===== config.mk =====
export PLATFORM = sky130hd
export DESIGN_NAME = servo_slew_limited_pulse_unit
export DESIGN_NICKNAME = d
export VERILOG_FILES = /design/src/ssp_pkg.sv /design/src/ssp_pulse.sv /design/src/servo_slew_limited_pulse_unit.sv
export SDC_FILE = /design/constraint.sdc
export NUM_CORES = 2
export LEC_CHECK = 0
export CELL_PAD_IN_SITES_DETAIL_PLACEMENT = 0
export CELL_PAD_IN_SITES_GLOBAL_PLACEMENT = 1
export CORE_ASPECT_RATIO = 1.25
export CORE_MARGIN = 2
export CORE_UTILIZATION = 48
export CTS_CLUSTER_DIAMETER = 200
export CTS_CLUSTER_SIZE = 12
export DETAILED_ROUTE_END_ITERATION = 6
export DONT_BUFFER_PORTS = 1
export PLACE_DENSITY = 0.88
export RECOVER_POWER = 25
export SLEW_MARGIN = 20
export SYNTH_ARGS = -nofsm -noshare
export SYNTH_HDL_FRONTEND = slang
export SYNTH_HIERARCHICAL = 1
export SYNTH_SLANG_ARGS = --single-unit

===== constraint.sdc =====
create_clock -name clk_i -period 7.45 [get_ports clk_i]
set_input_delay 0.745 -clock clk_i [delete_from_list [all_inputs] [get_ports clk_i]]
set_output_delay 0.745 -clock clk_i [all_outputs]
set_load 0.02 [all_outputs]

===== src/ssp_pkg.sv =====
package ssp_pkg;

  localparam int SPEED_BITS = 12;
  localparam int PULSE_BITS = 16;
  localparam int ANGLE_W    = 8;
  localparam int CMD_W      = 2;
  localparam int MDEG_W     = 18;
  localparam int CFG_INDEX_W = 1;

  localparam int MDEG_PER_DEG = 1000;
  localparam int FULL_MDEG    = 180000;
  localparam logic [ANGLE_W-1:0] FULL_DEG = ANGLE_W'(180);

  // stream payload widths, padded to whole bytes
  localparam int IN_DATA_W  = ((ANGLE_W + SPEED_BITS + 7) / 8) * 8;
  localparam int OUT_USED_W = PULSE_BITS + ANGLE_W + 1;
  localparam int OUT_DATA_W = ((OUT_USED_W + 7) / 8) * 8;
  localparam int OUT_PAD_W  = OUT_DATA_W - OUT_USED_W;

  // whole degrees: floor(x / 1000) = (x * ceil(2^28 / 1000)) >> 28, exact for x < 2^18
  localparam int DEG_SHIFT   = 28;
  localparam int DEG_RECIP_W = 19;
  localparam longint unsigned DEG_RECIP_L =
    ((64'd1 << DEG_SHIFT) + MDEG_PER_DEG - 1) / MDEG_PER_DEG;
  localparam logic [DEG_RECIP_W-1:0] DEG_RECIP = DEG_RECIP_W'(DEG_RECIP_L);
  localparam int DEG_PROD_W  = MDEG_W + DEG_RECIP_W;

  // compare: range * pos / 180000, done as (p >> 5) / 5625 by reciprocal
  localparam int PROD_W        = PULSE_BITS + MDEG_W;
  localparam int CMP_PRE_SHIFT = 5;
  localparam int CMP_DIV       = FULL_MDEG >> CMP_PRE_SHIFT;
  localparam int CMP_Y_W       = PROD_W - CMP_PRE_SHIFT;
  localparam int CMP_SHIFT     = 42;
  localparam int CMP_RECIP_W   = 30;
  localparam longint unsigned CMP_RECIP_L =
    ((64'd1 << CMP_SHIFT) + CMP_DIV - 1) / CMP_DIV;
  localparam logic [CMP_RECIP_W-1:0] CMP_RECIP = CMP_RECIP_W'(CMP_RECIP_L);
  localparam int QPROD_W       = CMP_Y_W + CMP_RECIP_W;

  localparam logic [PULSE_BITS-1:0] MIN_PULSE_RST = PULSE_BITS'(500);
  localparam logic [PULSE_BITS-1:0] MAX_PULSE_RST = PULSE_BITS'(2500);

  localparam logic [CFG_INDEX_W-1:0] CFG_MIN_PULSE = CFG_INDEX_W'(0);
  localparam logic [CFG_INDEX_W-1:0] CFG_MAX_PULSE = CFG_INDEX_W'(1);

  typedef enum logic [CMD_W-1:0] {
    CMD_JUMP = 2'd0,
    CMD_MOVE = 2'd1,
    CMD_TICK = 2'd2
  } cmd_e;

  typedef struct packed {
    logic [MDEG_W-1:0]  pos_mdeg;
    logic [ANGLE_W-1:0] goal_deg;
  } pose_t;

  typedef struct packed {
    logic                  at_target;
    logic [ANGLE_W-1:0]    position_deg;
    logic [PULSE_BITS-1:0] compare_value;
  } result_t;

endpackage


===== src/ssp_pulse.sv =====
module ssp_pulse import ssp_pkg::*; (
  input  logic                  clk_i,
  input  logic                  rst_ni,
  input  logic                  valid_i,
  output logic                  ready_o,
  input  pose_t                 pose_i,
  input  logic [PULSE_BITS-1:0] min_i,
  input  logic [PULSE_BITS-1:0] range_i,
  output logic                  valid_o,
  input  logic                  ready_i,
  output result_t               result_o
);

  logic                  v2_q, v3_q;
  logic                  ready2, ready3;
  logic [PROD_W-1:0]     prod_d, prod_q;
  logic [DEG_PROD_W-1:0] deg_full;
  logic [ANGLE_W-1:0]    deg_d, deg_q;
  logic [ANGLE_W-1:0]    goal_q;
  logic [CMP_Y_W-1:0]    cmp_y;
  logic [QPROD_W-1:0]    qprod;
  logic [PULSE_BITS-1:0] quot;
  result_t               res_d, res_q;

  assign ready3  = !v3_q || ready_i;
  assign ready2  = !v2_q || ready3;
  assign ready_o = ready2;

  // stage 2: pulse span product and whole-degree position
  always_comb begin
    prod_d   = PROD_W'(range_i) * PROD_W'(pose_i.pos_mdeg);
    deg_full = DEG_PROD_W'(pose_i.pos_mdeg) * DEG_PROD_W'(DEG_RECIP);
    deg_d    = deg_full[DEG_SHIFT +: ANGLE_W];
  end

  always_ff @(posedge clk_i or negedge rst_ni) begin
    if (!rst_ni) begin
      v2_q <= 1'b0;
    end else if (ready2) begin
      v2_q <= valid_i;
    end
  end

  always_ff @(posedge clk_i) begin
    if (valid_i && ready2) begin
      prod_q <= prod_d;
      deg_q  <= deg_d;
      goal_q <= pose_i.goal_deg;
    end
  end

  // stage 3: divide by full scale through the reciprocal, add offset
  always_comb begin
    cmp_y               = prod_q[PROD_W-1:CMP_PRE_SHIFT];
    qprod               = QPROD_W'(cmp_y) * QPROD_W'(CMP_RECIP);
    quot                = qprod[CMP_SHIFT +: PULSE_BITS];
    res_d.compare_value = min_i + quot;
    res_d.position_deg  = deg_q;
    res_d.at_target     = (deg_q == goal_q);
  end

  always_ff @(posedge clk_i or negedge rst_ni) begin
    if (!rst_ni) begin
      v3_q <= 1'b0;
    end else if (ready3) begin
      v3_q <= v2_q;
    end
  end

  always_ff @(posedge clk_i) begin
    if (v2_q && ready3) begin
      res_q <= res_d;
    end
  end

  assign valid_o  = v3_q;
  assign result_o = res_q;

endmodule


===== src/servo_slew_limited_pulse_unit.sv =====
// channel  | direction | handshake                    | payload
// s_axis   | in        | s_axis_tvalid/s_axis_tready  | tdata angle, speed; tuser command
// m_axis   | out       | m_axis_tvalid/m_axis_tready  | tdata compare, degrees, at target
// cfg      | in        | cfg_valid_i/cfg_ready_o      | cfg_index_i, cfg_data_i
//
// one item accepted per cycle while m_axis does not stall; an item that yields a result has it
// offered on m_axis after the input register, then ramp state, then two arithmetic stages
// the ramp state is updated as the item leaves the input register
// reset clears position, goal and step and loads the pulse limits 500 and 2500
// a stall on m_axis backs up stage by stage; cfg is always ready
module servo_slew_limited_pulse_unit import ssp_pkg::*; (
  input  logic                   clk_i,
  input  logic                   rst_ni,
  input  logic                   cfg_valid_i,
  output logic                   cfg_ready_o,
  input  logic [CFG_INDEX_W-1:0] cfg_index_i,
  input  logic [PULSE_BITS-1:0]  cfg_data_i,
  input  logic                   s_axis_tvalid,
  output logic                   s_axis_tready,
  input  logic [IN_DATA_W-1:0]   s_axis_tdata,  // angle, speed
  input  logic [CMD_W-1:0]       s_axis_tuser,  // cmd
  output logic                   m_axis_tvalid,
  input  logic                   m_axis_tready,
  output logic [OUT_DATA_W-1:0]  m_axis_tdata   // compare_value, position_deg, at_target
);

  logic [PULSE_BITS-1:0] min_q, max_q, range_q, range_d;

  logic                  v0_q, v1_q;
  logic                  ready0, ready1, ready2;
  cmd_e                  cmd0_q;
  logic [ANGLE_W-1:0]    angle_raw, angle_d, angle0_q;
  logic [SPEED_BITS-1:0] speed0_q;

  logic [MDEG_W-1:0]     pos_q, pos_d, goal_m_q, goal_m_d, angle_m, gap, step_ext;
  logic [ANGLE_W-1:0]    goal_q, goal_d;
  logic [SPEED_BITS-1:0] step_q, step_d;
  logic                  below, at_deg, emit, jump, advance;

  pose_t                 pose;
  result_t               result;

  // configuration
  assign cfg_ready_o = 1'b1;
  assign range_d     = (max_q >= min_q) ? (max_q - min_q) : '0;

  always_ff @(posedge clk_i or negedge rst_ni) begin
    if (!rst_ni) begin
      min_q   <= MIN_PULSE_RST;
      max_q   <= MAX_PULSE_RST;
      range_q <= MAX_PULSE_RST - MIN_PULSE_RST;
    end else begin
      range_q <= range_d;
      if (cfg_valid_i) begin
        case (cfg_index_i)
          CFG_MIN_PULSE: min_q <= cfg_data_i;
          CFG_MAX_PULSE: max_q <= cfg_data_i;
          default: ;
        endcase
      end
    end
  end

  // input register
  assign ready1        = !v1_q || ready2;
  assign ready0        = !v0_q || ready1;
  assign s_axis_tready = ready0;
  assign advance       = v0_q && ready1;

  assign angle_raw = s_axis_tdata[ANGLE_W-1:0];
  assign angle_d   = (angle_raw > FULL_DEG) ? FULL_DEG : angle_raw;

  always_ff @(posedge clk_i or negedge rst_ni) begin
    if (!rst_ni) begin
      v0_q <= 1'b0;
    end else if (ready0) begin
      v0_q <= s_axis_tvalid;
    end
  end

  always_ff @(posedge clk_i) begin
    if (s_axis_tvalid && ready0) begin
      cmd0_q   <= cmd_e'(s_axis_tuser);
      angle0_q <= angle_d;
      speed0_q <= s_axis_tdata[ANGLE_W +: SPEED_BITS];
    end
  end

  // ramp update
  always_comb begin
    angle_m  = MDEG_W'(angle0_q * MDEG_PER_DEG);
    step_ext = MDEG_W'(step_q);
    below    = (pos_q < goal_m_q);
    gap      = below ? (goal_m_q - pos_q) : (pos_q - goal_m_q);
    // whole-degree part equals the goal when pos sits in [goal, goal + 1 deg)
    at_deg   = !below && (gap < MDEG_W'(MDEG_PER_DEG));

    pos_d    = pos_q;
    goal_d   = goal_q;
    goal_m_d = goal_m_q;
    step_d   = step_q;
    emit     = 1'b0;
    jump     = 1'b0;

    case (cmd0_q)
      CMD_JUMP: jump = 1'b1;
      CMD_MOVE: begin
        if (speed0_q == '0) begin
          jump = 1'b1;
        end else begin
          goal_d   = angle0_q;
          goal_m_d = angle_m;
          step_d   = speed0_q;
        end
      end
      CMD_TICK: begin
        if (step_q != '0 && !at_deg) begin
          emit = 1'b1;
          if (gap <= step_ext) begin
            pos_d = goal_m_q;
          end else if (below) begin
            pos_d = pos_q + step_ext;
          end else begin
            pos_d = pos_q - step_ext;
          end
        end
      end
      default: ;
    endcase

    if (jump) begin
      goal_d   = angle0_q;
      goal_m_d = angle_m;
      pos_d    = angle_m;
      step_d   = '0;
      emit     = 1'b1;
    end
  end

  always_ff @(posedge clk_i or negedge rst_ni) begin
    if (!rst_ni) begin
      pos_q    <= '0;
      goal_q   <= '0;
      goal_m_q <= '0;
      step_q   <= '0;
    end else if (advance) begin
      pos_q    <= pos_d;
      goal_q   <= goal_d;
      goal_m_q <= goal_m_d;
      step_q   <= step_d;
    end
  end

  // the ramp state itself is the stage payload: it only changes when this stage moves on
  always_ff @(posedge clk_i or negedge rst_ni) begin
    if (!rst_ni) begin
      v1_q <= 1'b0;
    end else if (ready1) begin
      v1_q <= v0_q && emit;
    end
  end

  assign pose.pos_mdeg = pos_q;
  assign pose.goal_deg = goal_q;

  ssp_pulse u_pulse (
    .clk_i    (clk_i),
    .rst_ni   (rst_ni),
    .valid_i  (v1_q),
    .ready_o  (ready2),
    .pose_i   (pose),
    .min_i    (min_q),
    .range_i  (range_q),
    .valid_o  (m_axis_tvalid),
    .ready_i  (m_axis_tready),
    .result_o (result)
  );

  assign m_axis_tdata = {{OUT_PAD_W{1'b0}}, result.at_target, result.position_deg,
                         result.compare_value};

endmodule


**Word level (Yosys, flattened, before mapping)**

Index checks and enable logic that the tools add are counted.

- Muxes and demuxes: 21
- Reduce and logical (&&, ||, !) cells: 27
- Order comparisons: 5
- $add $sub $neg: 6
- Equality and inequality tests: 4
- Multiply operators: 4
- Bitwise gates (word level): 1

Operators with widths:

| cell | number |
|---|---|
| $mux 18 | 9 |
| $mul 29x27->55 const B | 1 |
| $mux 12 | 3 |
| $sub 18x18->18 | 2 |
| $mul 16x18->34 | 1 |
| $mul 18x17->34 const B | 1 |
| $mux 8 | 3 |
| $add 18x12->18 | 1 |
| $le 18x12->1 | 1 |
| $lt 18x10->1 const B | 1 |
| $lt 18x18->1 | 1 |
| $sub 18x12->18 | 1 |
| $add 16x16->16 | 1 |
| $ge 16x16->1 | 1 |
| $mux 16 | 1 |
| $sub 16x16->16 | 1 |
| $mul 8x7->15 const B | 1 |
| $logic_not 12->1 | 1 |
| $reduce_bool 12->1 | 1 |
| $eq 8x8->1 | 1 |
| $gt 8x8->1 const B | 1 |
| $logic_and 1x1->1 | 7 |
| $logic_not 1->1 | 6 |
| $reduce_and 3->1 | 2 |
| 10 further kinds | 19 |

- Bits of input ports: 48
- Bits in registers: 205

**Depth between registers and ports, before layout**

- Depth in word-level cells: 10
- Gate-level depth with buffers: 31
- Mapped depth without buffers: 31

**Hierarchy**

The synthesis kept the hierarchy.

By module, submodules not included:

| module | instances | area an instance (µm²) | sequential area each (µm²) | cells an instance |
|---|---|---|---|---|
| ssp_pulse | 1 | 30166.4 | 2152.1 | 3028 |
| servo_slew_limited_pulse_unit | 1 | 9915.8 | 3209.3 | 1081 |

**Worst setup path after synthesis**

No wires, ideal clock.

- Kind: flip-flop to flip-flop
- Start: register u_pulse.prod_q[21]
- End: register u_pulse.res_q, in the netlist u_pulse/result_o[12], data pin
- Slack: -0.184 ns
- Required time: 7.187 ns
- Setup time: 0.263 ns
- Stages on the path, launching flop included: 31
- Buffers on the path: 0
- Clock period less this slack: 7.634 ns
- Data arrival time: 7.372 ns
- Cells stage by stage: edfxtp_1 -> inv_1 -> fa_1 -> inv_1 -> ha_1 -> inv_1 -> fa_1 -> fa_1 -> inv_1 -> fa_1 -> fa_1 -> inv_1 -> fa_1 -> inv_1 -> ha_1 -> nand4_1 -> nor3_1 -> nand3_1 -> o41ai_2 -> nor3_1 -> xnor2_1 -> ha_1 -> fa_1 -> a21o_1 -> a21oi_1 -> nor2b_1 -> o21ai_0 -> a21oi_1 -> a211oi_1 -> nor2_1 -> xor2_1

RTL lines:

| what | RTL line | source |
|---|---|---|
| start: declaration | ssp_pulse.sv:16 | `logic [PROD_W-1:0] prod_d, prod_q;` |
| start signal: assignment | ssp_pulse.sv:46 | `prod_q <= prod_d;` |
| end signal: assignment | ssp_pulse.sv:72 | `res_q <= res_d;` |
| end: declaration | ssp_pulse.sv:23 | `result_t res_d, res_q;` |

==> reports/results.ini <==
[clock_tree]
clk_path_buf_depth = 2
clkTransAtPathRegs_ps = 80
cts_buffers = 17
clock_sinks = 195
clkLatencyLatePin_ps = 480
cts_max_level = 4
root_buffer = clkbuf_16
cts_tree = done

[timing]
hold_ws_ps = 131
clock_skew_ps = 13.1
finalHoldViolCount = 0
setup_slack_ps = -477
rsz0062_at_grt = yes
relSlewSlack_pct = -250
period_needed_ps = 7930
tightest_slew_ps = 5250
setup-violations-final = 9
slew_viol_final = 87
fmax_ghz = 0.126
finalCritPeriodShare_pct = 106

[setup_path]
reg2reg_slack_ps = -480
start_kind = register
cpPeakStageDelay_ps = 570
crit_path_top_delay_cell = fa_2
arrival_ps = 8160
cp-end-kind = register
path_max_fanout = 4
cp_data_required_time_ps = 7690
critPathKind = reg2reg

[yosys]
netlist_area_um2 = 40100
synth_area_per_cell_um2 = 9.75
ys_seq_area_share_pct = 13.4
ys_dominant_reg_cell = edfxtp_1
yosysWarnings = 6
postSynth.asyncResetShare_pct = 52.8
ys_seq_elements = 195
synth_cells = 4109
ys_types = 95
synth_edf_count = 92

[placement]
placed_cell_area_um2 = 43600
pre_cts_ws_ps = -812
io_buffer_count = 0
dp_hpwl_um = 87400
place_congestion = 0.958

[grt]
antenna_found_initial = 0
gr-total-overflow = 0
grt_max_degree = 87
grt_pass1_vias = 32015
grt_pass1_wl_um = 166000
grt.total_usage_pct = 24.7

[final_layout]
final_cell_mix = 1,016 x inv_1, 639 x fa_1, 607 x ha_1, 364 x buf_4, 305 x nand2_1
multi_input_area_um2 = 31300
num_antenna_cells = 0
final_common_cell = inv_1
fillerInstances = 7221
drive_gt1_share_pct = 15.8
fin_nets = 5801
seqCellArea_um2 = 5360
post-route-util_pct = 55.0
area_growth_pct = 13.7
stdcell_area_um2 = 45600

[detailed_routing]
num_vias = 29186
vias_per_cell = 5.28
ant_nets = 0
drc_errors = 0
routed_wl_um = 103000
first_iter_violations = 1305
drtPass1Iterations = 5
routedWlPerCell_um = 18.7

[floorplan]
die_width_um = 262
rows = 118
dieArea_um2 = 85800
core_um2 = 82800
die_h_um = 327
io_pins = 83
initial_utilization_pct = 48.4

[min_path]
min_path_type = in2async

[status]
violations = capacitance limit, slew limit, setup timing
outcome = complete, but fails checks

[run]
maxCapViolCount = 1

worst max-delay path: cells and delay by family, from the launching register on:
family	cells	cell delay, ps
AOI/OAI and AO/OA	6	1030
xor gates and xnor gates	3	530
adders and majority gates	9	3810
buffers and inverters	9	1060
DFF	1	500
and+or+nand+nor	5	740
synthesized netlist by cell type, types with 34 or more instances:
master / count / area share (%)
fa_1: 676 / 34
o21ai_0: 125 / 1.6
ha_1: 647 / 20
and2_1: 111 / 1.7
nand2_1: 306 / 2.9
nor2_1: 91 / 0.85
nor3_1: 34 / 0.42
nand3_1: 45 / 0.56
inv_1: 1077 / 10
a21oi_1: 117 / 1.5
edfxtp_1: 92 / 6.9
a21o_1: 61 / 1.1
clkbuf_1: 71 / 0.66
xnor2_1: 98 / 2.1
dfrtp_1: 86 / 5.4
final cells by class:
| type | instances | area share [%] |
|---|---|---|
| multi-input cells | 2755 | 68.6 |
| flip-flops and latches | 195 | 11.8 |
| inverters | 1078 | 8.95 |
| repair buffers | 383 | 6.45 |
| well taps | 1080 | 2.97 |
| clock buffers | 19 | 0.972 |
| clock inverters | 13 | 0.302 |
cell families after synthesis:
logic type      count (synthesis)  share of synthesized area, %
fa+ha+maj                    1323                          54.0
buf+inv                      1165                          11.1
simple gates                  729                          8.85
compound gates                525                          8.75
flops                         195                          13.4
xor+xnor                      130                          2.84
mux                            40                          1.16
other cells                     2                        0.0187
final timing paths:
check	from	endpoint	cells past startpoint
setup / recovery	u_pulse/prod_q[20]$_DFFE_PP_	u_pulse/result_o[15]$_DFFE_PP_	32
hold / removal	rst_ni	range_q[10]$_DFF_PN1_	0
setup reg to reg	u_pulse/prod_q[20]$_DFFE_PP_	u_pulse/result_o[15]$_DFFE_PP_	32
hold reg to reg	goal_q[2]$_DFFE_PN0P_	u_pulse/goal_q[2]$_DFFE_PP_	0
max in group asynchronous	rst_ni	max_q[12]$_DFFE_PN0P_	1
min in group clk_i	s_axis_tdata[15]	speed0_q[7]$_DFFE_PP_	0
registers in the layout, indices dropped and copies added, names as in the netlist, 12 cells and up:
name,count
goal_m_q,13
max_q,16
min_q,16
pos_q,18
range_q,16
speed0_q,12
step_q,12
u_pulse/prod_q,29
u_pulse/result_o,25
stage by stage:
step	cells	TNS, ps
floorplan	4115	0
global placement	5436	-4740
detailed placement	5436	-5300
CTS	5494	-1490
global route	5523	-4760
finish	5523	-1950
metal layers:
| layer | track usage [%] | routed length, um |
|---|---|---|
| met5 | 0 | 0 |
| met4 | 11.8 | 5320 |
| met3 | 1.95 | 2990 |
| met2 | 46.7 | 55300 |
| met1 | 28.1 | 39700 |
repair_timing:
item                                    CTS  global route
setup buffers                            26            31
resized for setup                       114           131
hold buffers                              1             0
hold endpoints to repair                 86             0
pin swaps                                76           121
endpoints found under the setup margin   12            11
Power is not shown: default switching activity piles up to over one toggle a cycle in this logic, so the estimate is an artifact.
